==> src/ogi_ram.sv <==
`default_nettype none

module ogi_ram #(
  parameter int WIDTH = 8,
  parameter int DEPTH = 16
) (
  input  wire logic                     clk,
  input  wire logic                     we,
  input  wire logic [$clog2(DEPTH)-1:0] waddr,
  input  wire logic [WIDTH-1:0]         wdata,
  input  wire logic                     re,
  input  wire logic [$clog2(DEPTH)-1:0] raddr,
  output logic      [WIDTH-1:0]         rdata
);

  logic [WIDTH-1:0] mem [DEPTH];

  // Write port and registered read port; a read of the entry being written gets old data
  always_ff @(posedge clk) begin
    if (we) begin
      mem[waddr] <= wdata;
    end
    if (re) begin
      rdata <= mem[raddr];
    end
  end

endmodule

`default_nettype wire

==> config.mk <==
export PLATFORM = sky130hd
export DESIGN_NAME = ogi_ram
export DESIGN_NICKNAME = d
export VERILOG_FILES = /design/src/ogi_ram.sv
export SDC_FILE = /design/constraint.sdc
export NUM_CORES = 1
export LEC_CHECK = 0
export BUFFER_PORTS_ARGS = -buffer_cell sky130_fd_sc_hd__buf_2
export CAP_MARGIN = 30
export CELL_PAD_IN_SITES_DETAIL_PLACEMENT = 1
export CELL_PAD_IN_SITES_GLOBAL_PLACEMENT = 1
export CORE_MARGIN = 5
export CORE_UTILIZATION = 57
export DETAILED_ROUTE_END_ITERATION = 10
export PLACE_DENSITY = 0.85
export SYNTH_ARGS = -nofsm -noshare
export SYNTH_HDL_FRONTEND = slang
export SYNTH_SLANG_ARGS = --single-unit
export TNS_END_PERCENT = 50
==> constraint.sdc <==
create_clock -name clk -period 5.9 [get_ports clk]
set_input_delay 1.18 -clock clk [delete_from_list [all_inputs] [get_ports clk]]
set_output_delay 1.18 -clock clk [all_outputs]
set_load 0.01 [all_outputs]
==> reports/qor.csv <==
metric,value,unit
p_comb_frac,0.043,
internal-power,1.81,mW
syn_inst,229,
antenna_found_initial,0,
die_w,106,um
postCtsSetupBuffers,0,
ys_ff_latch,136,
p_sw_frac,0.197,
hold_depth,3,
grt_pass1_vias,2560,
ys_top_cells_by_count,"136 x edfxtp_1, 18 x mux4_2, 16 x a22oi_1",
syn2layout_area_growth,15.8,%
timing.slew.headroom,0.383,
placed_area,5460,sq um
tightest_slew,0.922,ns
synth.top_cell.area_share,0.781,
fin_nets,288,
start_util,0.574,
io_pins,27,
die_area,11200,sq um
cpMaxStageDelayCell,nor2_1,
cts_sinks,136,
max_stage_delay,0.72,ns
r2r_cells,3,
synth_edf_count,136,
crit_family,simple AND/OR/NAND/NOR gates,
synthesis.nets,248,
ir_drop,0.000264,V
diodes,0,
crit-reg2reg-launch,mem[1][0],
layout_setup_ws,3.51,ns
drv_cap,0,
die_h,106,um
synth_top_cell_by_area,edfxtp_1,
drc,0,
hold_viol_final,0,
clk_pin_slew,0.06,ns
grt_overflow,0,
cts_buffer_depth,2,
ff2ff_setup_slack,4.34,ns
setup_viol,0,
clk_latency,0.52,ns
ys.flop_type,edfxtp_1,
synth_area_leaders,"edfxtp_1 78%, mux4_2 7.8%, mux4_1 7.0%",
rsz0062_at_grt,no,
fin_util,0.665,
cp-startpoint,waddr[2],
status,"finished, final reports clean",
fillers,728,
fin_area,6060,sq um
gp_congestion,0.699,
hold_end,rdata[2],
cts_tree,yes,
grt_pass1_wl,16000,um
coreArea,9110,sq um
crit_fanout,8,
whs,0.752,ns
finalCritPeriodShare,0.405,
vias,2439,
htreeDepth,4,
hold_path.class,reg2reg,
dr.pass1.iters,4,
worstHoldStart,mem[14][2],
grt_start_max_net_pins,33,
power.switching,444,uW
wirelength,10500,um
cts_resized,0,
ys_async_sr_fraction,0,
num_rows,35,
cp_num_buf_inv,1,
clockPowerShare,0.470,
drive_gt1_frac,0.278,
avgSynthCellArea,22.8,sq um
wl_per_cell,26.8,um
skew,0.00872,ns
finalSetupTns,0,ns
ant_nets,0,
crit_chain,buf_2 -> or3b_2 -> nor2_1,
end_kind,register,
cp.arrival,2.53,ns
p_per_area,372,nW/um^2
p_leak,2.02,nW
cts_made_buffers,17,
hpwl,6530,um
yosys.cell_types.count,18,
postCtsHoldBufs,0,
slew_violations,0,
viasPerCell,6.22,
syn_area,5230,sq um
fmax,419,MHz
startpoint_type,primary input,
post-route-min-period,2.39,ns
pre_cts_slack,2.94,ns
grt_util_all_layers,0.205,
drt_iter0_markers,178,
yosysSeqAreaShare,0.781,
r2r-end,rdata[0],
setup.worst_path.class,in2reg,
synth_most_common_cell,edfxtp_1,
root_buffer,clkbuf_8,
port_buffers,26,
seqPwrFrac,0.487,
yosysWarningCount,0,
required,6.04,ns
==> power by group through the flow <==
| stage | registers (mW) | logic, mW | clock network, mW |
|---|---|---|---|
| after floorplan | 1.12 | 0.0549 | 0 |
| after global placement | 1.11 | 0.0916 | 0 |
| after global routing | 1.10 | 0.105 | 1.13 |
| after CTS | 1.10 | 0.0988 | 1.07 |
| final | 1.10 | 0.0969 | 1.06 |
| after detailed placement | 1.12 | 0.0980 | 0 |
==> per-stage QoR <==
step                std cells  power (mW)
floorplan                 229        1.17
global placement          360        1.20
detailed placement        361        1.21
CTS                       392        2.26
global route              392        2.33
finish                    392        2.25
==> kinds of logic (layout without fill, tap and decap cells) <==
logic type,Yosys count,after routing,share of synthesized area
AO/OA/AOI/OAI,16,16,0.0230
multiplexers,32,32,0.148
flip-flops,136,136,0.781
buffers and inverters,10,62,0.0165
AND/OR/NAND/NOR,35,35,0.0314
==> per-layer routing <==
metal / GRT usage / share of wire
met3: 0.0453 / 0.058
met5: 0 / 0
met4: 0.0777 / 0.011
met2: 0.315 / 0.50
met1: 0.291 / 0.43
==> cell type report <==
class,count,area [sq um],share of cell area
clock inverter,14,181,0.0300
tap,111,139,0.0229
multi-input combinational,83,1060,0.175
timing repair buffer,31,180,0.0298
clock buffer,17,414,0.0684
sequential,136,4080,0.674
==> worst register-to-register path, stage by stage, from the launching register on <==
cell	delay, ns
edfxtp_1	0.36
mux4_1	0.55
a22oi_1	0.30
nand2_1	0.10
==> worst max path at each step <==
stage,endpoint,depth (start not counted)
finish,mem[2][0],3
global route,mem[3][2],3
detailed placement,rdata[5],5
global placement,rdata[0],4
CTS,rdata[5],5
floorplan,mem[0][0],2
==> state kept, by name, indices dropped and copies added, names as in the netlist <==
register and cells:
mem 128, rdata 8
==> cells in the final DEF, fill, tap and decap left out <==
cell and n:
nor2_1 13, and2_1 1, clkinvlp_4 3, clkbuf_8 1, a22oi_1 16, nand3b_1 2, mux4_2 18, nor2b_1 1
buf_2 26, nand3_1 1, bufinv_16 4, buf_12 1, clkinv_1 3, nand2_1 9, inv_6 1, and2b_1 1
mux4_1 14, nand2b_1 2, clkinv_4 1, or3b_2 1, clkinv_2 2, clkbuf_16 16, nor3_1 4, buf_4 4
edfxtp_1 136
Power figures use the tool's default switching activity.
