### config.mk
export PLATFORM = sky130hd
export DESIGN_NAME = ogi_out_fifo
export DESIGN_NICKNAME = d
export VERILOG_FILES = /design/src/ogi_pkg.sv /design/src/ogi_out_fifo.sv
export SDC_FILE = /design/constraint.sdc
export NUM_CORES = 1
export LEC_CHECK = 0
export BUFFER_PORTS_ARGS = -buffer_cell sky130_fd_sc_hd__buf_2
export CAP_MARGIN = 20
export CORE_MARGIN = 4
export CORE_UTILIZATION = 56
export DETAILED_ROUTE_END_ITERATION = 10
export GPL_ROUTABILITY_DRIVEN = 0
export GPL_TIMING_DRIVEN = 0
export PLACE_DENSITY = 0.87
export SYNTH_ARGS = -nofsm -noshare
export SYNTH_HDL_FRONTEND = slang
export SYNTH_SLANG_ARGS = --single-unit
### constraint.sdc
create_clock -name clk -period 1.85 [get_ports clk]
set_input_delay 0.185 -clock clk [delete_from_list [all_inputs] [get_ports clk]]
set_output_delay 0.185 -clock clk [all_outputs]
set_load 0.02 [all_outputs]
### src/ogi_pkg.sv
`default_nettype none

package ogi_pkg;

  // Grid limits
  localparam int MAX_WIDTH   = 1024;
  localparam int MAX_HEIGHT  = 1024;
  localparam int MAX_RADIUS  = 15;

  // Field and register widths
  localparam int DIM_W   = 11;
  localparam int R_W     = 4;
  localparam int VAL_W   = 8;
  localparam int COORD_W = 10;
  localparam int GAP_W   = 7;
  localparam int CFG_IDX_W = 2;

  // Position counters span the padded frame
  localparam int POS_W = $clog2(MAX_WIDTH + MAX_RADIUS + 1) > $clog2(MAX_HEIGHT + MAX_RADIUS + 1)
                       ? $clog2(MAX_WIDTH + MAX_RADIUS + 1)
                       : $clog2(MAX_HEIGHT + MAX_RADIUS + 1);

  // Column gap store
  localparam int COL_AW = $clog2(MAX_WIDTH);

  // Value delay line
  localparam int DELAY_DEPTH = MAX_RADIUS * (MAX_WIDTH + MAX_RADIUS) + MAX_RADIUS;
  localparam int DLY_AW      = $clog2(DELAY_DEPTH);

  // Output queue
  localparam int OUT_DEPTH = 4;
  localparam int OUT_AW    = $clog2(OUT_DEPTH);

  localparam logic [VAL_W-1:0] OCC_CODE = VAL_W'(100);

  // Register indexes
  localparam logic [CFG_IDX_W-1:0] REG_GRID_WIDTH    = CFG_IDX_W'(0);
  localparam logic [CFG_IDX_W-1:0] REG_GRID_HEIGHT   = CFG_IDX_W'(1);
  localparam logic [CFG_IDX_W-1:0] REG_INFLATE_CELLS = CFG_IDX_W'(2);

  // Reset values
  localparam logic [DIM_W-1:0] RST_GRID_WIDTH    = DIM_W'(1024);
  localparam logic [DIM_W-1:0] RST_GRID_HEIGHT   = DIM_W'(1024);
  localparam logic [R_W-1:0]   RST_INFLATE_CELLS = R_W'(4);

  // Working configuration with the values derived from it
  typedef struct packed {
    logic [DIM_W-1:0]  width;
    logic [DIM_W-1:0]  height;
    logic [R_W-1:0]    radius;
    logic [POS_W-1:0]  span_c;
    logic [POS_W-1:0]  span_r;
    logic [GAP_W-1:0]  sat;
    logic [DLY_AW-1:0] rd_off;
    logic              dly_zero;
  } cfg_t;

  // One result word
  typedef struct packed {
    logic [VAL_W-1:0]   value;
    logic [COORD_W-1:0] col;
    logic [COORD_W-1:0] row;
    logic               last;
  } out_word_t;

  function automatic logic [DIM_W-1:0] clamp_dim(logic [DIM_W-1:0] v, logic [DIM_W-1:0] hi);
    logic [DIM_W-1:0] res;
    res = v;
    if (v == '0) res = DIM_W'(1);
    else if (v > hi) res = hi;
    return res;
  endfunction

  function automatic cfg_t cfg_derive(logic [DIM_W-1:0] w, logic [DIM_W-1:0] h,
                                      logic [R_W-1:0] r);
    cfg_t             c;
    logic [DLY_AW:0]  r_e;
    logic [DLY_AW:0]  s_e;
    logic [DLY_AW:0]  dly;
    c.width  = w;
    c.height = h;
    c.radius = r;
    c.span_c = POS_W'(w) + POS_W'(r);
    c.span_r = POS_W'(h) + POS_W'(r);
    c.sat    = GAP_W'({r, 1'b1});
    r_e      = (DLY_AW+1)'(r);
    s_e      = (DLY_AW+1)'(c.span_c);
    dly      = r_e * s_e + r_e;
    c.rd_off = DLY_AW'((DLY_AW+1)'(DELAY_DEPTH) - dly);
    c.dly_zero = (dly == '0);
    return c;
  endfunction

endpackage

`default_nettype wire

### src/ogi_out_fifo.sv
`default_nettype none

module ogi_out_fifo import ogi_pkg::*; (
  input  wire logic        clk,
  input  wire logic        rst_n,
  input  wire logic        push,
  input  wire out_word_t   push_word,
  input  wire logic        pop,
  output logic             out_valid,
  output out_word_t        out_word,
  output logic [OUT_AW:0]  fill
);

  out_word_t           mem_r [OUT_DEPTH];
  logic [OUT_AW-1:0]   wr_ptr_r;
  logic [OUT_AW-1:0]   rd_ptr_r;
  logic [OUT_AW:0]     cnt_r;

  // Store the pushed word
  always_ff @(posedge clk) begin
    if (push) begin
      mem_r[wr_ptr_r] <= push_word;
    end
  end

  // Advance pointers and fill count
  always_ff @(posedge clk) begin
    if (!rst_n) begin
      wr_ptr_r <= '0;
      rd_ptr_r <= '0;
      cnt_r    <= '0;
    end else begin
      if (push) wr_ptr_r <= wr_ptr_r + OUT_AW'(1);
      if (pop)  rd_ptr_r <= rd_ptr_r + OUT_AW'(1);
      cnt_r <= cnt_r + (OUT_AW+1)'(push) - (OUT_AW+1)'(pop);
    end
  end

  assign out_valid = (cnt_r != '0);
  assign out_word  = mem_r[rd_ptr_r];
  assign fill      = cnt_r;

  a_no_overflow: assert property (@(posedge clk) disable iff (!rst_n)
    push |-> (cnt_r < (OUT_AW+1)'(OUT_DEPTH)))
    else $error("result queue overflow");

  a_no_underflow: assert property (@(posedge clk) disable iff (!rst_n)
    pop |-> out_valid)
    else $error("result queue underflow");

endmodule

`default_nettype wire

==> flow_summary.ini, run 1 <==
[setup_path]
end_kind = primary output
cp_data_arrival_time_ns = 1.82
rrSetupSlack_ns = 0.20
criticalPathCategory = flop to primary output
rr_startpoint = wr_ptr_r[0]
rr_worst_depth = 3
cp_max_fo = 8
crit_required_ns = 1.66
timing.rr.end = mem_r[0][0]
start_kind = flop

[yosys]
yosysTopAreaCell = edfxtp_1
synth_ff_type = edfxtp_1
avgSynthCellArea_um2 = 23.99
syn_area_mm2 = 0.004631
synthArstFlopShare_pct = 0
synthTopCellsByCount = edfxtp_1, mux4_2, dfxtp_1
synth.area.top_cells = edfxtp_1, mux4_2, dfxtp_1, ha_1, and2_1
synth_cell_types = 21
synth_edf_count = 116
ys_warn_count = 0
ys_seq_area_share_pct = 79.11
ys_seq_elements = 125
synthDominantCellAreaShare_pct = 75.22
synth_most_common_cell = edfxtp_1
syn-num-nets = 233
syn_inst = 193

[status]
status = complete, but fails checks
violations = negative setup slack

[floorplan]
rows = 32
start_util_pct = 58.71
die_x_um = 98.94
core_area_mm2 = 0.007888
fp.dieH_um = 98.94
die_area_mm2 = 0.009788
io_pins = 66

[clock_tree]
cts_root_buf = clkbuf_8
numCtsBuffers = 17
clk_latency_ns = 0.51
cts_sinks = 125
tritoncts = built
clockBufferDepth = 2
clkTransAtPathRegs_ns = 0.06
cts.htree.levels = 4

[drt]
wl_per_cell_um = 21.24
num_vias = 2326
first_pass_iters = 4
drt.antenna.violating_nets = 0
drt_iter0_markers = 136
vias_per_cell = 5.435
wl_um = 9092
drc_errors = 0

[power]
powerDensity_mw_per_mm2 = 1246
ir_worst_vdd_v = 0.0008732
p_total_mw = 7.827
leakage_nw = 2.261

[sta]
relSlewSlack_pct = 45.66
fin_ws_ns = -0.1598
period_share_pct = 108.6
tns_ns = -3.669
tightestPinTransition_ns = 0.8151
min_period_ns = 2.010
final-setup-viol-count = 29
finalHoldViolCount = 0
slew_violations = 0
final.setup_skew_ns = 0.009992
clock.fmax_ghz = 0.4976
rsz0062_at_grt = true

[worst_hold_path]
hold_depth = 3
min_path_type = input pin to flop
hold_start = push
min_to = wr_ptr_r[0]

[grt]
antenna_found_initial = 0
grtUsageTotal_pct = 19.88
grt-ovfl-total = 0
grt_pass1_wl_um = 14060
grt_pass1_vias = 2611
grt_max_degree = 30

[placed_design]
portBuffers = 65
hpwl_um = 4658

[job]
cap_violations = 0

[final_layout]
syn_to_final_growth_pct = 35.61
drive_gt1_share_pct = 43.56
antenna_cells = 0
final_nets = 353
[sequential cells by signal (all words and copies together), names as in the netlist, named ones only]
signal,cells
mem_r,116
wr_ptr_r,2
rd_ptr_r,2
fill,3
[report_power, final]
| part | switching, mW | internal [mW] | total (mW) |
|---|---|---|---|
| sequential | 0.0572 | 3.25 | 3.31 |
| combinational | 0.476 | 0.504 | 0.980 |
| clock | 1.22 | 2.32 | 3.54 |
| total | 1.75 | 6.08 | 7.83 |
[cell type report]
type / instances / area, um^2
sequential: 125 / 3665
fill: 397 / 1608
multi-input combinational: 55 / 889.6
timing repair buffer: 101 / 863.3
clock buffer: 17 / 414.1
clock inverter: 15 / 219.0
tap: 102 / 127.6
buffer: 6 / 75.07
inverter: 7 / 26.28
[worst max-delay path by stage]
stage	start	to	slack, ns	depth (start not counted)
after floorplan	fill[0]	fill[2]	0.19	7
final	flop	out_word[6]	-0.16	4
after global placement	wr_ptr_r[0]	mem_r[0][24]	-0.29	3
after CTS	flop	out_word[0]	-0.20	4
after detailed placement	wr_ptr_r[0]	mem_r[2][27]	0.17	3
after global routing	flop	out_word[6]	-0.23	4
[critical path, stage by stage (launching register included)]
cell and delay, ns:
dfxtp_2 0.34, buf_8 0.14, buf_12 0.14, mux4_2 0.53, buf_6 0.15
[cell families (layout without fill, tap and decap cells)]
logic type	after synthesis	in the layout	synth area share, %
AND/OR/NAND/NOR	13	13	1.513
multiplexers	30	30	14.40
buffers and inverters	13	146	1.702
flip-flops	125	125	79.11
adder cells (fa/ha/maj)	7	7	2.053
XOR/XNOR	3	3	0.8917
AO/OA/AOI/OAI	2	2	0.3241
[layout by cell type (no fill, tap or decap), types with 2 or more instances in the layout]
| cell type | n |
|---|---|
| and2_1 | 2 |
| and2_2 | 4 |
| buf_12 | 3 |
| buf_2 | 42 |
| buf_4 | 5 |
| buf_6 | 22 |
| bufinv_16 | 5 |
| clkbuf_16 | 17 |
| clkinv_2 | 3 |
| clkinv_4 | 2 |
| clkinvlp_4 | 2 |
| dfxtp_1 | 8 |
| dlygate4sd3_1 | 31 |
| edfxtp_1 | 116 |
| ha_1 | 6 |
| inv_1 | 7 |
| inv_6 | 2 |
| mux4_2 | 29 |
| nor2_1 | 5 |
| xnor2_1 | 2 |
[metrics by stage]
stage / utilization [%] / hold WS [ns] / instance area [um^2] / setup slack [ns] / instances
3_3_place_gp: 64.45 / 0.3967 / 5084 / -0.2923 / 360
2_1_floorplan: - / 0.2839 / 4631 / 0.1862 / 193
5_1_grt: 79.62 / 0.06478 / 6280 / -0.2318 / 428
6_report: 79.62 / 0.02354 / 6280 / -0.1598 / 428
3_5_place_dp: 64.51 / 0.4027 / 5089 / 0.1658 / 360
4_1_cts: 79.11 / 0.005314 / 6240 / -0.1997 / 427
[layer usage]
layer	track usage, %	wire length [um]	vias to the layer above
li1	-	-	1039
met1	23.62	3597	1201
met2	34.40	5016	79
met3	5.449	425	7
met4	7.983	53	0
met5	0	0	-
[what timing repair did]
item | CTS | global route
hold buffers | 31 | 0
setup endpoints to repair | 29 | 29
gates cloned | 1 | 1
gates resized for setup | 50 | 7
hold endpoints to repair | 125 | 0
buffers inserted | 3 | 0
(Power assumes the default switching activity.)
==> inputs of run 2 (changes only) <==
==> config.mk (replaced) <==
export PLATFORM = sky130hd
export DESIGN_NAME = ogi_out_fifo
export DESIGN_NICKNAME = d
export VERILOG_FILES = /design/src/ogi_pkg.sv /design/src/ogi_out_fifo.sv
export SDC_FILE = /design/constraint.sdc
export NUM_CORES = 1
export LEC_CHECK = 0
export CAP_MARGIN = 20
export CORE_MARGIN = 4
export CORE_UTILIZATION = 60
export DETAILED_ROUTE_END_ITERATION = 10
export DONT_BUFFER_PORTS = 1
export GPL_ROUTABILITY_DRIVEN = 0
export GPL_TIMING_DRIVEN = 0
export PLACE_DENSITY = 0.85
export SYNTH_ARGS = -nofsm -noshare
export SYNTH_HDL_FRONTEND = slang
export SYNTH_SLANG_ARGS = --single-unit
==> run 2 against run 1 <==
The flow still finishes with violations (negative setup slack). Via count down 10%. Sequential power about the same. Clock skew shrank 0.0025 ns. Combinational power fell by 26%. Critical path type unchanged. Largest cell class unchanged.
==> flow_summary.ini, run 2 (synthesized netlist as in run 1, its figures left out) <==
[clock_tree]
numCtsBuffers = 17
cts_root_buf = clkbuf_8
tritoncts = built
clkTransAtPathRegs_ns = 0.06
cts_sinks = 125
cts.htree.levels = 4
clockBufferDepth = 2
clk_latency_ns = 0.49

[placed_design]
dpl.cell_count = 292
hpwl_um = 4372
portBuffers = 0
place_area_mm2 = 0.004760
pre_cts_ws_ns = 0.04282

[final_layout]
final_common_cell = edfxtp_1
utilization_pct = 79.10
syn_to_final_growth_pct = 25.88
final_cells = 364
drive_gt1_share_pct = 30.94
regMostFlops = mem_r
final_nets = 292
stdcell_area_mm2 = 0.005829
largest_reg_flops = 116
final_cell_mix = edfxtp_1, dlygate4sd3_1, mux4_2
antenna_cells = 0

[setup_path]
end_kind = primary output
critical_path.max_stage_delay_ns = 0.58
crit_required_ns = 1.66
start_kind = flop
criticalPathCategory = flop to primary output
crit_path_top_delay_cell = mux4_2
cp_max_fo = 7
cp_data_arrival_time_ns = 1.73
cp_cell_sequence = buf_8 > buf_4 > mux4_2

[floorplan]
die_x_um = 95.85
io_pins = 66
core_area_mm2 = 0.007370
die_area_mm2 = 0.009187
rows = 31
fp.dieH_um = 95.85
start_util_pct = 62.84

[power]
swShare_pct = 22.60
powerDensity_mw_per_mm2 = 1284
combPwrFrac_pct = 9.7
p_int_mw = 5.793
p_sw_mw = 1.691
p_total_mw = 7.484
sequentialPowerShare_pct = 44.6
leakage_nw = 1.974
pwr-share-clk_pct = 45.7
ir_worst_vdd_v = 0.0009267

[sta]
slew_violations = 0
rsz0062_at_grt = true
final-setup-viol-count = 29
clock.fmax_ghz = 0.5220
final.setup_skew_ns = 0.007516
relSlewSlack_pct = 45.37
tightestPinTransition_ns = 0.8195
fin_ws_ns = -0.06563
period_share_pct = 103.5
min_period_ns = 1.916
finalHoldViolCount = 0

[grt]
grt_max_degree = 30
grtUsageTotal_pct = 20.27
grt-ovfl-total = 0
grt_pass1_wl_um = 13050
antenna_found_initial = 0
grt_pass1_vias = 2351

[status]
violations = negative setup slack
status = complete, but fails checks

[drt]
vias_per_cell = 5.725
drt_iter0_markers = 155
wl_per_cell_um = 22.82
drc_errors = 0
num_vias = 2084
first_pass_iters = 4
wl_um = 8307
drt.antenna.violating_nets = 0

[job]
cap_violations = 0

[worst_hold_path]
min_path_type = input pin to flop
run 2: final timing paths:
kind          startpoint          end  slack (ns)  cells past startpoint
max                 flop  out_word[0]       -0.07                      3
min                  pop      fill[0]        0.18                      4
max reg2reg      fill[0]      fill[2]        0.15                      7
min reg2reg  wr_ptr_r[1]  wr_ptr_r[1]        0.57                      2
run 2: power by group through the flow:
stage	Sequential [mW]	Combinational [mW]	Clock [mW]
after global routing	3.35	0.787	3.63
final	3.34	0.727	3.42
after CTS	3.33	0.724	3.45
after global placement	3.38	0.582	0
after detailed placement	3.39	0.595	0
after floorplan	3.37	0.498	0
run 2: critical path: cells and delay by family, from the launching register on:
kind / cells / cell delay [ns]
buffers and inverters: 2 / 0.29
DFF: 1 / 0.35
muxes: 1 / 0.58
run 2: what timing repair did:
action / CTS / global route
setup buffers: 5 / 1
resized for setup: 10 / 2
cloned: 1 / 1
setup endpoints to repair: 29 / 29
endpoints found under the hold margin: 125 / 0
hold buffers: 32 / 0
run 2: area by class of cell:
| type | instances | area [um^2] |
|---|---|---|
| buffer | 6 | 75.07 |
| fill | 380 | 1540 |
| inverter | 7 | 26.28 |
| clock inverter | 15 | 212.7 |
| clock buffer | 17 | 414.1 |
| multi-input combinational | 55 | 889.6 |
| sequential | 125 | 3666 |
| timing repair buffer | 40 | 421.7 |
| tap | 99 | 123.9 |
run 2: stage by stage:
step / hold WS, ns / setup TNS (ns)
floorplan: 0.2839 / 0
global placement: 0.2840 / -37.07
detailed placement: 0.2840 / 0
CTS: 0.1546 / -2.009
global route: 0.1887 / -3.014
finish: 0.1781 / -1.330
run 2: per-layer routing:
metal,up-vias,GRT usage (%),share of wire (%)
met5,-,0,0
li1,923,-,-
met1,1088,25.66,41
met4,0,7.464,0.71
met2,67,32.60,53
met3,6,7.271,5.7
