===== src/ogi_pkg.sv =====
`default_nettype none

package ogi_pkg;

  // Grid limits
  localparam int MAX_WIDTH   = 1024;
  localparam int MAX_HEIGHT  = 1024;
  localparam int MAX_RADIUS  = 15;

  // Field and register widths
  localparam int DIM_W   = 11;
  localparam int R_W     = 4;
  localparam int VAL_W   = 8;
  localparam int COORD_W = 10;
  localparam int GAP_W   = 7;
  localparam int CFG_IDX_W = 2;

  // Position counters span the padded frame
  localparam int POS_W = $clog2(MAX_WIDTH + MAX_RADIUS + 1) > $clog2(MAX_HEIGHT + MAX_RADIUS + 1)
                       ? $clog2(MAX_WIDTH + MAX_RADIUS + 1)
                       : $clog2(MAX_HEIGHT + MAX_RADIUS + 1);

  // Column gap store
  localparam int COL_AW = $clog2(MAX_WIDTH);

  // Value delay line
  localparam int DELAY_DEPTH = MAX_RADIUS * (MAX_WIDTH + MAX_RADIUS) + MAX_RADIUS;
  localparam int DLY_AW      = $clog2(DELAY_DEPTH);

  // Output queue
  localparam int OUT_DEPTH = 4;
  localparam int OUT_AW    = $clog2(OUT_DEPTH);

  localparam logic [VAL_W-1:0] OCC_CODE = VAL_W'(100);

  // Register indexes
  localparam logic [CFG_IDX_W-1:0] REG_GRID_WIDTH    = CFG_IDX_W'(0);
  localparam logic [CFG_IDX_W-1:0] REG_GRID_HEIGHT   = CFG_IDX_W'(1);
  localparam logic [CFG_IDX_W-1:0] REG_INFLATE_CELLS = CFG_IDX_W'(2);

  // Reset values
  localparam logic [DIM_W-1:0] RST_GRID_WIDTH    = DIM_W'(1024);
  localparam logic [DIM_W-1:0] RST_GRID_HEIGHT   = DIM_W'(1024);
  localparam logic [R_W-1:0]   RST_INFLATE_CELLS = R_W'(4);

  // Working configuration with the values derived from it
  typedef struct packed {
    logic [DIM_W-1:0]  width;
    logic [DIM_W-1:0]  height;
    logic [R_W-1:0]    radius;
    logic [POS_W-1:0]  span_c;
    logic [POS_W-1:0]  span_r;
    logic [GAP_W-1:0]  sat;
    logic [DLY_AW-1:0] rd_off;
    logic              dly_zero;
  } cfg_t;

  // One result word
  typedef struct packed {
    logic [VAL_W-1:0]   value;
    logic [COORD_W-1:0] col;
    logic [COORD_W-1:0] row;
    logic               last;
  } out_word_t;

  function automatic logic [DIM_W-1:0] clamp_dim(logic [DIM_W-1:0] v, logic [DIM_W-1:0] hi);
    logic [DIM_W-1:0] res;
    res = v;
    if (v == '0) res = DIM_W'(1);
    else if (v > hi) res = hi;
    return res;
  endfunction

  function automatic cfg_t cfg_derive(logic [DIM_W-1:0] w, logic [DIM_W-1:0] h,
                                      logic [R_W-1:0] r);
    cfg_t             c;
    logic [DLY_AW:0]  r_e;
    logic [DLY_AW:0]  s_e;
    logic [DLY_AW:0]  dly;
    c.width  = w;
    c.height = h;
    c.radius = r;
    c.span_c = POS_W'(w) + POS_W'(r);
    c.span_r = POS_W'(h) + POS_W'(r);
    c.sat    = GAP_W'({r, 1'b1});
    r_e      = (DLY_AW+1)'(r);
    s_e      = (DLY_AW+1)'(c.span_c);
    dly      = r_e * s_e + r_e;
    c.rd_off = DLY_AW'((DLY_AW+1)'(DELAY_DEPTH) - dly);
    c.dly_zero = (dly == '0);
    return c;
  endfunction

endpackage

`default_nettype wire


===== src/ogi_cfg.sv =====
`default_nettype none

module ogi_cfg import ogi_pkg::*; (
  input  wire logic                 clk,
  input  wire logic                 rst_n,
  input  wire logic                 cfg_wr_en,
  input  wire logic [CFG_IDX_W-1:0] cfg_index,
  input  wire logic [DIM_W-1:0]     cfg_wdata,
  output cfg_t                      cfg
);

  cfg_t             cfg_r;
  cfg_t             cfg_nxt;
  logic [DIM_W-1:0] w_nxt;
  logic [DIM_W-1:0] h_nxt;
  logic [R_W-1:0]   r_nxt;
  logic [R_W-1:0]   r_wr;

  // Clamp the written word and recompute the derived values
  always_comb begin
    w_nxt = cfg_r.width;
    h_nxt = cfg_r.height;
    r_nxt = cfg_r.radius;
    r_wr  = cfg_wdata[R_W-1:0];
    if (r_wr > R_W'(MAX_RADIUS)) r_wr = R_W'(MAX_RADIUS);
    if (cfg_wr_en) begin
      unique case (cfg_index)
        REG_GRID_WIDTH:    w_nxt = clamp_dim(cfg_wdata, DIM_W'(MAX_WIDTH));
        REG_GRID_HEIGHT:   h_nxt = clamp_dim(cfg_wdata, DIM_W'(MAX_HEIGHT));
        REG_INFLATE_CELLS: r_nxt = r_wr;
        default:           ;
      endcase
    end
    cfg_nxt = cfg_derive(w_nxt, h_nxt, r_nxt);
  end

  always_ff @(posedge clk) begin
    if (!rst_n) begin
      cfg_r <= cfg_derive(RST_GRID_WIDTH, RST_GRID_HEIGHT, RST_INFLATE_CELLS);
    end else begin
      cfg_r <= cfg_nxt;
    end
  end

  assign cfg = cfg_r;

endmodule

`default_nettype wire


===== config.mk =====
export PLATFORM = sky130hd
export DESIGN_NAME = ogi_cfg
export DESIGN_NICKNAME = d
export VERILOG_FILES = /design/src/ogi_pkg.sv /design/src/ogi_cfg.sv
export SDC_FILE = /design/constraint.sdc
export NUM_CORES = 1
export LEC_CHECK = 0
export BUFFER_PORTS_ARGS = -buffer_cell sky130_fd_sc_hd__buf_4
export CAP_MARGIN = 15
export CORE_MARGIN = 2
export CORE_UTILIZATION = 51
export CTS_BUF_LIST = sky130_fd_sc_hd__clkbuf_8 sky130_fd_sc_hd__clkbuf_16
export DETAILED_ROUTE_END_ITERATION = 10
export PLACE_DENSITY = 0.78
export RECOVER_POWER = 100
export SLEW_MARGIN = 20
export SYNTH_ARGS = -nofsm -noshare
export SYNTH_HDL_FRONTEND = slang
export SYNTH_SLANG_ARGS = --single-unit

===== constraint.sdc =====
create_clock -name clk -period 7.1 [get_ports clk]
set_input_delay 1.42 -clock clk [delete_from_list [all_inputs] [get_ports clk]]
set_output_delay 1.42 -clock clk [all_outputs]
set_load 0.005 [all_outputs]

==> reports/results.txt, run 1 <==
The run gives 4350 sq um as the summed instance area of the synthesized netlist. After floorplanning, the core was divided into 33 placement rows. The clock tree synthesis step divided the H-tree into 3 levels. The highest signal layer in the routed design was met4. The post-route met1 wirelength was 4750 microns. The signal on the critical path passes through clkbuf_1 > or3b_1 > a21oi_2 > inv_1 > ha_1 > fa_1 > a21oi_1 > nor2_2 > nor2_2 > nor2_1 > xor2_1 > buf_4 > nor2_1 > fa_1 > fa_1 > ha_1 > ha_1 > a211oi_1 > nor2_1 > or2_1 > o21ai_0 > or3b_1 > or4_1 > nand2_1.

The delay of the slowest cell on the worst path is 0.52 ns. The wire-length estimate of the detail-placed layout is 8230 microns. Detailed routing placed a total of 634 microns of wire on met3. The actual transition at the worst max-transition pin was 0.780 ns; the hold violation total from the final report was 0.

The diode insertion count for antenna repair is 0, and the final number of setup-violating endpoints is 0. The critical path arrival was 7.20 ns; the clock transition at the registers of the reported paths was 0.08 ns. The fraction of the cycle the final worst path needs was 97.1%.

Across the VDD grid, the largest voltage drop is 0.0000850 V. The routed wire length on met2 is 5260 microns, and the final critical delay including setup and external delays is 6.90 ns. The worst setup path is captured at a register. In this run, synthesis produced a sequential element count of 63. The tools report the root buffer cell as clkbuf_8.

In the synthesized netlist the async set-or-reset flop fraction comes to 0%. The total vias in the final route is 3,889, and the number of CTS-inserted buffers is 9. In this run, synthesis inferred 0 flip-flops with an integrated enable.

After detailed routing, the number of vias per cell comes to 5.36. For this run, design rule violations remaining after detail routing come to 0. TritonCTS built the clock tree. The peak fanout along the critical path was 7; the worst hold margin was 0.557 ns. The run gives 5 as the number of iterations in the first detailed-routing pass. The post-place instance area is 5340 sq um.

The top flip-flop cell by instance count after synthesis is dfxtp_1. The worst min-delay path class is reg -> reg. In this run the mean area of a mapped cell was 8.76 sq um.

The flow ran to the end, and the final reports show no timing, DRC or antenna violations. Input and output buffers added on the ports amount to 82. Compared with the post-synthesis result, the final layout area differs by 28.5%. The register-to-register setup slack was 1.51 ns; the number of primary I/O pins was 86. The worst setup path is of the in -> reg kind. Entering global routing, the biggest net connects 38 pins. For this run the aggregate overflow at the end of global routing stands at 0. For this run, the number of standard cells in the final layout without fillers is 725.

Die outline area: 9290 sq um. For this run, the top clock speed supported by timing is 0.145 GHz. The logs give 24.0% for the overall fraction of global-route tracks in use and 0 for the number of nets still failing antenna checks after routing. The first global-routing pass estimated 17,200 microns of wire. Before CTS, the worst setup slack after placement is -0.145 ns. The tools report the core area as 8260 sq um. The leakage power total was 2.69 nW; the number of global-route vias before repair was 3,662. In the final layout, the share of cells above drive strength 1 is 24.7%. The run gives 5590 sq um as the cell area after layout. The buffer and inverter count on the worst path was 3; the height of the die was 96.4 microns. The filler cells instantiated in the layout total 645. Clock latency on the worst-skew pair, taken at its later pin, is 0.35 ns. For the required time reported for the critical path endpoint, the log shows 7.40 ns. The count of synthesis-stage warnings from yosys was 0.

For this configuration, the core starts out at a cell density of 52.7%. The logs give 0.203 ns for the slack of the critical path and 0.866 for the weighted congestion at the end of routability-driven global placement. The register with the most flip-flops in the layout has 63 of them. The worst pin sits at a relative slew slack of 47.8%. The maximum count of clock buffers along a single path is 2, and the detail-routed net length per standard cell is 15.0 microns. The max-slew violation count was 0; the width of the die was 96.4 microns. The startpoint type of the worst setup path was an input pin.

Power spread over the standard cell area amounts to 176 nW/um^2. The netlist uses 59 different library cells. The run gives 0 as the max-cap check violation count.

Synthesis produced a netlist whose cell count is 497. For this design, the sink count on the clock tree is 63. The first routing iteration left 228 violations. The total wire length came out at 10,900 microns. The part of the Yosys area used for sequential elements was 29.0%; the total placed cells including tap cells was 709. For this design, the slowest cell found on the critical path is fa_1.

For the number of antenna violations at the first check in global routing, the log shows 0. The clock arrives with 0.0121 ns of skew. The run gives 694 as the count of nets after finishing. The kind of cell with the highest combined delay along the critical path is simple AND/OR/NAND/NOR gates.
[cell families (layout without fill, tap and decap cells)]
logic type / count (synthesis) / count (layout) / share of synthesized area (%)
AOI/OAI and AO/OA: 63 / 63 / 9.28
xor gates and xnor gates: 32 / 32 / 6.44
adders and majority gates: 63 / 63 / 22.1
buffers and inverters: 53 / 175 / 5.46
DFF: 63 / 63 / 29.0
muxes: 16 / 16 / 3.68
other: 2 / 3 / 0.172
and+or+nand+nor: 205 / 205 / 23.9
[placed cells by master, fill, tap and decap left out, types with 10 or more instances in the layout]
master / instances
dfxtp_1: 63
nor2_1: 85
buf_4: 52
clkbuf_4: 56
xnor2_1: 18
nand2b_1: 11
nor2b_1: 14
inv_1: 28
fa_1: 23
ha_1: 38
clkbuf_1: 22
a21oi_1: 16
o21ai_0: 12
nand2_1: 29
mux2i_1: 16
clkbuf_8: 10
xor2_1: 12
[per-stage QoR]
step	TNS (ns)	utilization, %	power [mW]
after floorplan	0	-	0.534
after global placement	0	64.7	0.620
after detailed placement	-0.280	64.7	0.627
after CTS	0	67.5	0.992
after global routing	-0.104	67.7	1.03
final	0	67.7	0.984
[worst min-delay path: cells and delay by family, from the launching register on]
family | cells | cell delay [ns]
flip-flops | 1 | 0.34
AND/OR/NAND/NOR | 1 | 0.08
multiplexers | 1 | 0.11
[repair_timing]
item / CTS / global route
setup buffers: 0 / 0
hold buffers: 0 / 0
resized for setup: 0 / 20
setup endpoints to repair: 0 / 6
[routing by layer]
layer	track usage [%]	vias up
met5	0	-
met3	4.27	20
met2	39.4	129
met1	32.0	1845
met4	8.22	0
li1	-	1895
[path summary, 6_finish.rpt]
path | endpoint | cells past startpoint | startpoint
worst min-delay path | cfg[69]$_SDFF_PN1_ | 2 | cfg[69]$_SDFF_PN1_
worst max register to register | cfg[13]$_SDFF_PN0_ | 22 | cfg[16]$_SDFF_PN0_
worst max-delay path | cfg[13]$_SDFF_PN0_ | 24 | cfg_wr_en
worst min register to register | cfg[69]$_SDFF_PN1_ | 2 | cfg[69]$_SDFF_PN1_
[final cells by class]
cell class	count	area [sq um]	share of cell area, %
clock buffer	10	138	2.46
clock inverter	6	92.6	1.66
inverter	29	109	1.95
multi-input combinational	382	2970	53.1
sequential	63	1260	22.5
tap	105	131	2.35
timing repair buffer	130	893	16.0
[power by group]
group	switching, mW	leakage (nW)	internal [mW]	total, mW
Clock	0.156	0.109	0.209	0.365
Combinational	0.126	2.06	0.113	0.240
Sequential	0.00591	0.512	0.373	0.379
Total	0.288	2.69	0.695	0.984
[cell usage after synthesis, drive strengths merged, types with 2 or more instances]
master / instances / area (sq um)
a211oi: 2 / 15.0
a21o: 6 / 45.0
a21oi: 18 / 90.1
a311oi: 2 / 17.5
and2: 11 / 68.8
and3: 8 / 50.1
buf: 11 / 80.1
clkbuf: 13 / 48.8
conb: 2 / 7.51
dfxtp: 63 / 1260
fa: 23 / 460
ha: 40 / 500
inv: 29 / 109
mux2i: 16 / 160
nand2: 29 / 109
nand2b: 12 / 75.1
nand3: 6 / 30.0
nand3b: 3 / 22.5
nor2: 87 / 327
nor2b: 15 / 101
nor3: 7 / 45.0
nor3b: 2 / 15.0
nor4: 6 / 37.5
nor4b: 4 / 47.6
o21a: 3 / 22.5
o21ai: 18 / 93.8
o21bai: 3 / 22.5
or2: 5 / 31.3
or3b: 2 / 17.5
or4: 3 / 22.5
xnor2: 19 / 166
xor2: 13 / 114
Note: power is estimated with default switching activity, not from simulation.
==> inputs of run 2 (changes only) <==
--- a/config.mk
+++ b/config.mk
@@ -6,13 +6,13 @@
 export NUM_CORES = 1
 export LEC_CHECK = 0
 export BUFFER_PORTS_ARGS = -buffer_cell sky130_fd_sc_hd__buf_4
-export CAP_MARGIN = 15
 export CORE_MARGIN = 2
-export CORE_UTILIZATION = 51
+export CORE_UTILIZATION = 56
 export CTS_BUF_LIST = sky130_fd_sc_hd__clkbuf_8 sky130_fd_sc_hd__clkbuf_16
 export DETAILED_ROUTE_END_ITERATION = 10
-export PLACE_DENSITY = 0.78
+export PLACE_DENSITY = 0.81
 export RECOVER_POWER = 100
+export SETUP_SLACK_MARGIN = 0.3
 export SLEW_MARGIN = 20
 export SYNTH_ARGS = -nofsm -noshare
 export SYNTH_HDL_FRONTEND = slang
==> constraint.sdc (replaced) <==
create_clock -name clk -period 6.9 [get_ports clk]
set_input_delay 1.38 -clock clk [delete_from_list [all_inputs] [get_ports clk]]
set_output_delay 1.38 -clock clk [all_outputs]
set_load 0.005 [all_outputs]
==> reports/results.txt, run 2 (synthesis gave the netlist of run 1 again) <==
The run finished, with violations left. The checks that failed: negative setup slack. The clock transition at the registers of the reported paths is 0.08 ns (about the same), and the maximum clock rate is 0.145 GHz.

The logs give 329 (+44%) for the DRC violation total after the first TritonRoute iteration and 83.4% (+16 points) for the core utilization of the finished layout. The wire length of the first global-routing pass is 20,400 microns (+19%), and the sink count of the clock tree is 63 (unchanged). The logs give 8500 sq um (-8.6%) for the die outline area and 0 (unchanged) for the max-slew violation count.

The H-tree depth reported by CTS came out at 3 (unchanged). The via density per instance is 5.93 (+11%). The total vias in the final route is 4,514 (+16%).

Count of cells along the worst register-to-register path: 19 (-14%). The global route total overflow is 0 (unchanged). The count of nets after finishing came out at 733 (+5.6%). For the register-to-register setup slack, the log shows 1.36 ns (-0.15 ns).

Clock network latency to the later pin of the worst-skew pair: 0.37 ns (+0.02 ns). The worst setup path is captured at a register. Setup repair after global routing could not meet its margin everywhere. The post-placement worst setup slack was -0.403 ns (-0.258 ns); the count of fill cells added during filler insertion was 395 (-39%).

The critical path in this run is classified as in -> reg. The run gives 2.95 nW (+9.7%) as the leakage power total. The run gives 86 (unchanged) as the number of primary I/O pins. The peak supply drop is 0.000109 V (+28%). TritonCTS built the clock tree. The width of the die was 92.2 microns (-4.4%).

The number of flip-flops in the largest register is 63 (unchanged). The actual transition at the worst max-transition pin is 0.845 ns (+0.0655 ns). The power density of the placed cells came out at 175 nW/um^2 (-0.20%). The number of iterations in the first detailed-routing pass was 5 (unchanged); the starting density of the core was 56.9% (+4.2 points). Total of buffers placed on input and output ports: 82 (unchanged).

The tools report the clock skew as 0.0121 ns (-0.00000950 ns). The destination of the worst hold path is cfg[58]$_SDFF_PN1_. The tree is rooted in a clkbuf_8. The run gives 9 (unchanged) as the number of CTS-inserted buffers.

The count of standard-cell rows came out at 32 (-3.0%). The detail-routed net length per standard cell came out at 20.7 microns (+38%). The logs give 2 (unchanged) for the maximum count of clock buffers along a single path and 7650 sq um (-7.4%) for the core area. For the relative slew slack, the log shows 43.5% (-4.4 points). The reg-to-reg critical path endpoint is cfg[13]$_SDFF_PN0_.

The height of the die was 92.2 microns (-4.4%). In the layout the commonest cells are buf_4 (84), nor2_1 (78), dfxtp_1 (63), clkbuf_4 (63), nand2_1 (28). The run gives 38 (unchanged) as the pin count of the biggest net entering global routing. The logs give 30.5% (+6.5 points) for the overall fraction of global-route tracks in use and 7.21 ns (-0.19 ns) for the required time reported for the critical path endpoint. The half-perimeter wire length of the detailed placement result is 8720 microns (+5.9%), and the number of antenna violations at the first check in global routing is 0 (unchanged). STA classifies the critical path startpoint as an input pin. The diode insertion count for antenna repair is 0 (unchanged), and the critical path arrival is 7.23 ns (+0.03 ns). The DRC violation count after routing came out at 0 (unchanged). The hold-critical path depth was 2 (unchanged). The total wire length was 15,800 microns (+45%); the area growth from synthesis to final layout was 46.5%.

The weighted congestion at the end of routability-driven global placement is 0.858 (-0.96%). The share of final-layout standard cells stronger than drive strength 1 came out at 38.4% (+14 points). Peak fanout along the critical path: 11 (+4). The most common cell after layout, fill and taps aside is buf_4. The worst register-to-register path begins at cfg[16]$_SDFF_PN0_. The final number of setup-violating endpoints was 1 (+1). The final critical delay including setup and external delays was 6.91 ns. In this run the most critical hold path is launched from cfg[58]$_SDFF_PN1_. The tools report the max-cap check violation count as 0 (unchanged). The logs give 0 (unchanged) for the number of nets still failing antenna checks after routing and 4,292 (+17%) for the number of global-route vias before repair. The hold violation total from the final report is 0 (unchanged), and the fraction of the cycle the final worst path needs is 100%. The path class of the tightest hold or removal check is reg -> reg. For the slack of the critical path, the log shows -0.0106 ns (-0.214 ns).
-- run 2: cell count changes in the layout (fill, tap and decap cells not counted), sizes merged --
cell      previous run  this run
buf                 52        92
clkbuf              88        87
clkinv               1         0
clkinvlp             2         3
-- run 2: routing by layer --
layer  up-vias  wire length (microns)  GRT usage (%)
li1       1967                      -              -
met2       270                   7530           52.2
met3        96                   1260           5.01
met1      2181                   5970           36.9
met5         -                      0              0
met4         0                    990           15.7
-- run 2: what timing repair did --
action	in CTS	in global routing
hold endpoints to repair	0	0
gates cloned	0	0
setup buffers	3	7
pin swaps	19	22
endpoints found under the setup margin	6	8
hold buffers	0	0
resized for setup	24	66
-- run 2: worst max-delay path, cell delays in order --
cell	delay (ns)
clkbuf_1	0.10
or3b_1	0.54
clkbuf_4	0.21
buf_4	0.19
nand2_1	0.09
o21ai_0	0.13
ha_1	0.34
inv_1	0.11
o21bai_2	0.21
nand2b_1	0.12
xnor2_2	0.16
buf_4	0.17
nor2_2	0.13
fa_1	0.48
fa_1	0.52
ha_1	0.35
ha_4	0.33
o2111ai_4	0.15
a311oi_2	0.45
a211oi_2	0.14
or3b_1	0.42
or4_1	0.42
nand2_1	0.09
-- run 2: worst max-delay path by stage --
stage	startpoint	to	depth (start not counted)
2_1_floorplan	cfg_wdata[2]	cfg[13]$_SDFF_PN0_	26
3_3_place_gp	cfg_wdata[2]	cfg[13]$_SDFF_PN0_	27
3_5_place_dp	cfg_wdata[2]	cfg[13]$_SDFF_PN0_	27
4_1_cts	cfg_wdata[2]	cfg[13]$_SDFF_PN0_	27
5_1_grt	cfg_wdata[2]	cfg[11]$_SDFF_PN1_	28
6_report	cfg_index[1]	cfg[13]$_SDFF_PN0_	23
-- run 2: through the flow --
step / hold WS [ns] / power, mW / std cells / setup TNS (ns) / instance area, sq um
3_5_place_dp: 0.514 / 0.677 / 735 / -1.63 / 5620
6_report: 0.525 / 1.12 / 761 / -0.0106 / 6380
2_1_floorplan: 0.511 / 0.553 / 498 / 0 / 4450
4_1_cts: 0.531 / 1.06 / 754 / 0 / 6050
5_1_grt: 0.575 / 1.15 / 761 / -0.437 / 6380
3_3_place_gp: 0.504 / 0.666 / 735 / -0.663 / 5620
-- run 2: power by group --
| group | leakage (nW) | internal (mW) | switching, mW |
|---|---|---|---|
| Combinational | 2.33 | 0.165 | 0.179 |
| Sequential | 0.512 | 0.384 | 0.00728 |
| Clock | 0.105 | 0.214 | 0.170 |
| Total | 2.95 | 0.763 | 0.356 |
-- run 2: layout make-up --
cell class	count	area [sq um]	share of cell area (%)
Multi-Input combinational cell	382	3410	53.4
Sequential cell	63	1260	19.8
Timing Repair Buffer	169	1250	19.5
Clock inverter	6	91.3	1.43
Inverter	29	109	1.71
Clock buffer	10	138	2.16
Tap cell	102	128	2.00
==> inputs of run 3 (changes only) <==
--- a/config.mk
+++ b/config.mk
@@ -7,10 +7,10 @@
 export LEC_CHECK = 0
 export BUFFER_PORTS_ARGS = -buffer_cell sky130_fd_sc_hd__buf_4
 export CORE_MARGIN = 2
-export CORE_UTILIZATION = 56
+export CORE_UTILIZATION = 60
 export CTS_BUF_LIST = sky130_fd_sc_hd__clkbuf_8 sky130_fd_sc_hd__clkbuf_16
 export DETAILED_ROUTE_END_ITERATION = 10
-export PLACE_DENSITY = 0.81
+export PLACE_DENSITY = 0.86
 export RECOVER_POWER = 100
 export SETUP_SLACK_MARGIN = 0.3
 export SLEW_MARGIN = 20
==> constraint.sdc (replaced) <==
create_clock -name clk -period 8.2 [get_ports clk]
set_input_delay 1.64 -clock clk [delete_from_list [all_inputs] [get_ports clk]]
set_output_delay 1.64 -clock clk [all_outputs]
set_load 0.005 [all_outputs]
==> reports/results.txt, run 3 (synthesis gave the netlist of run 1 again) <==
For the post-CTS resize count, the log shows 0 (-100%). The run gives 43.1% (-9.1 points) as the met2 usage in global routing. The setup fix buffers added after clock tree synthesis came out at 0 (-3). The run finished with clean final reports. The weighted congestion at the end of routability-driven global placement was 0.873 (+1.8%); the filler-free cell count of the finished design was 676 (-11%). For the worst hold margin, the log shows 0.533 ns (+0.00844 ns). The core utilization of the finished layout was 71.9% (-12 points). From synthesis to final layout, the design area changed by 17.8%. The run gives 236 (-28%) as the DRC violation total after the first TritonRoute iteration. The tools report the post-placement worst setup slack as 0.443 ns (+0.846 ns).

The count of standard-cell rows was 31 (-3.1%); the delay of the slowest cell on the worst path was 0.53 ns (about the same). The total vias in the final route was 3,740 (-17%); the required time reported for the critical path endpoint was 8.50 ns (+1.29 ns). The number of CTS-inserted buffers was 9 (unchanged).

The count of fill cells added during filler insertion came out at 555 (+41%). In this run the most used layer during global routing was met2. The run gives 0.531 ns (+0.542 ns) as the slack of the critical path.

The peak fanout along the critical path was 12 (+1); the total power was 0.752 mW (-33%). For the post-place instance area, the log shows 5010 sq um (-11%). The via density per instance is 5.53 (-6.7%), and the detail-routed net length per standard cell is 14.6 microns (-29%). The worst setup path is launched from an input pin.

The run gives 0 ns (+0.0106 ns) as the final-layout setup total negative slack. The library cells used most frequently in the layout, excluding fill and tap cells, are nor2_1 (87), clkbuf_4 (66), dfxtp_1 (63). For the maximum count of clock buffers along a single path, the log shows 2 (unchanged). Number of antenna violations at the first check in global routing: 0 (unchanged). CTS placed an instance of clkbuf_8 at the clock tree root.

For the starting density of the core, the log shows 61.0% (+4.1 points). The number of flip-flops in the largest register works out to 63 (unchanged). The cell area after layout came out at 5130 sq um (-20%). The tools report the met1 track demand over resource as 35.4% (-1.4 points).

The largest individual stage delay along the critical path comes from the cell clkbuf_1. Half-perimeter wire length of the detailed placement result: 7650 microns (-12%). The clock transition at the registers of the reported paths is 0.08 ns (about the same). STA classifies the critical path endpoint as a register. For the overall fraction of global-route tracks in use, the log shows 26.3% (-4.3 points).

For the number of iterations in the first detailed-routing pass, the log shows 5 (unchanged). The critical path is of the in -> reg type. Leakage power total: 2.47 nW (-16%).

The number of global-route vias before repair came out at 3,563 (-17%). The actual transition at the worst max-transition pin is 0.798 ns (-0.0477 ns), and the width of the die is 89.2 microns (-3.2%). The tools report the core area as 7140 sq um (-6.7%).

The clock skew came out at 0.00778 ns (-0.00429 ns). The most numerous cell on the critical path was ha_1. For the hold violation total from the final report, the log shows 0 (unchanged). The max-slew violation count was 0 (unchanged); the sink count of the clock tree was 63 (unchanged). The logs give 0 (unchanged) for the number of nets still failing antenna checks after routing and 46.7% (+3.2 points) for the relative slew slack. The critical path goes through clkbuf_1 > nand3b_1 > mux2i_1 > clkbuf_1 > inv_1 > ha_1 > inv_1 > o21bai_1 > nand2b_1 > xnor2_1 > nor2_1 > fa_1 > fa_1 > ha_1 > ha_1 > and2_1 > o21ai_2 > nor4b_2 > a211oi_1 > or3b_1 > or4_1 > nand2_1. The total of buffers placed on input and output ports is 82 (unchanged), and the total placed cells including tap cells is 660 (-10%). The run gives 0 (unchanged) as the diode insertion count for antenna repair. TritonCTS built the clock tree.

For the maximum clock rate, the log shows 0.130 GHz. The quantity of hold-fixing buffers added after cts is 0 (unchanged), and the DRC violation count after routing is 0 (unchanged). Setup repair after global routing left no endpoint under its margin.

The critical path arrival is 7.96 ns (+0.73 ns). The global routing usage on met3 was 3.88% (-1.1 points). The wire length of the first global-routing pass was 16,400 microns (-20%). The global route total overflow was 0 (unchanged); the power density of the placed cells was 147 nW/um^2 (-16%). For the count of nets after finishing, the log shows 651 (-11%).

Most common cell after layout, fill and taps aside: nor2_1. The total wire length was 9880 microns (-37%); the number of primary I/O pins was 86 (unchanged). The worst min-delay path class was reg -> reg. The height of the die came out at 89.2 microns (-3.2%). The final critical delay including setup and external delays was 7.67 ns.

The run gives 38 (unchanged) as the pin count of the biggest net entering global routing. Die outline area: 7950 sq um (-6.4%). The share of final-layout standard cells stronger than drive strength 1 was 17.7% (-21 points); the max-cap check violation count was 0 (unchanged). The run gives 0.0000977 V (-10%) as the peak supply drop.

Fraction of the cycle the final worst path needs: 93.5%. The final number of setup-violating endpoints came out at 0 (-1). The tools report the clock network latency to the later pin of the worst-skew pair as 0.35 ns (-0.02 ns). The run gives 3 (unchanged) as the H-tree depth reported by CTS.
==> run 3: cell count changes in the layout (fill, tap and decap cells not counted), moves of 5 or more <==
cell and change:
buf_4 -71, a21oi_2 -7, ha_1 +14, o21ai_0 +6
nor2_2 -8, a21oi_1 +8, ha_4 -14, nor2_1 +9
clkbuf_1 -6, buf_6 -8, xnor2_1 +5
==> run 3: routing by layer <==
metal / vias to the layer above / routed length [microns]
met5: - / 0
met4: 0 / 200
met3: 18 / 657
met2: 153 / 4740
met1: 1772 / 4280
li1: 1797 / -
==> run 3: path summary, 6_finish.rpt <==
| check | to | slack, ns | depth (start not counted) | from |
|---|---|---|---|---|
| worst max-delay path | cfg[13]$_SDFF_PN0_ | 0.53 | 22 | cfg_index[0] |
| worst min-delay path | cfg[58]$_SDFF_PN1_ | 0.53 | 2 | cfg[58]$_SDFF_PN1_ |
| worst max register to register | cfg[13]$_SDFF_PN0_ | 1.98 | 20 | cfg[19]$_SDFF_PN0_ |
| worst min register to register | cfg[58]$_SDFF_PN1_ | 0.53 | 2 | cfg[58]$_SDFF_PN1_ |
==> run 3: area by class of cell <==
class                   instances  area, sq um  area share, %
well taps                      99          124           2.42
multi-input cells             382         2840           55.4
inverters                      29          109           2.12
clock buffers                   9          124           2.42
flip-flops and latches         63         1260           24.6
clock inverters                 7         48.8          0.951
repair buffers                 87          623           12.1
==> run 3: power by group <==
group	leakage, nW	internal [mW]	total [mW]	switching [mW]
Clock	0.0776	0.109	0.241	0.132
Sequential	0.512	0.323	0.328	0.00512
Combinational	1.88	0.0815	0.183	0.101
==> run 3: worst max-delay path, delay by kind of cell <==
family                   cells  cell delay, ns
AND/OR/NAND/NOR              8            1.99
adder cells (fa/ha/maj)      5            2.10
buffers and inverters        4            0.97
multiplexers                 1            0.21
AO/OA/AOI/OAI                3            0.61
XOR/XNOR                     1            0.45
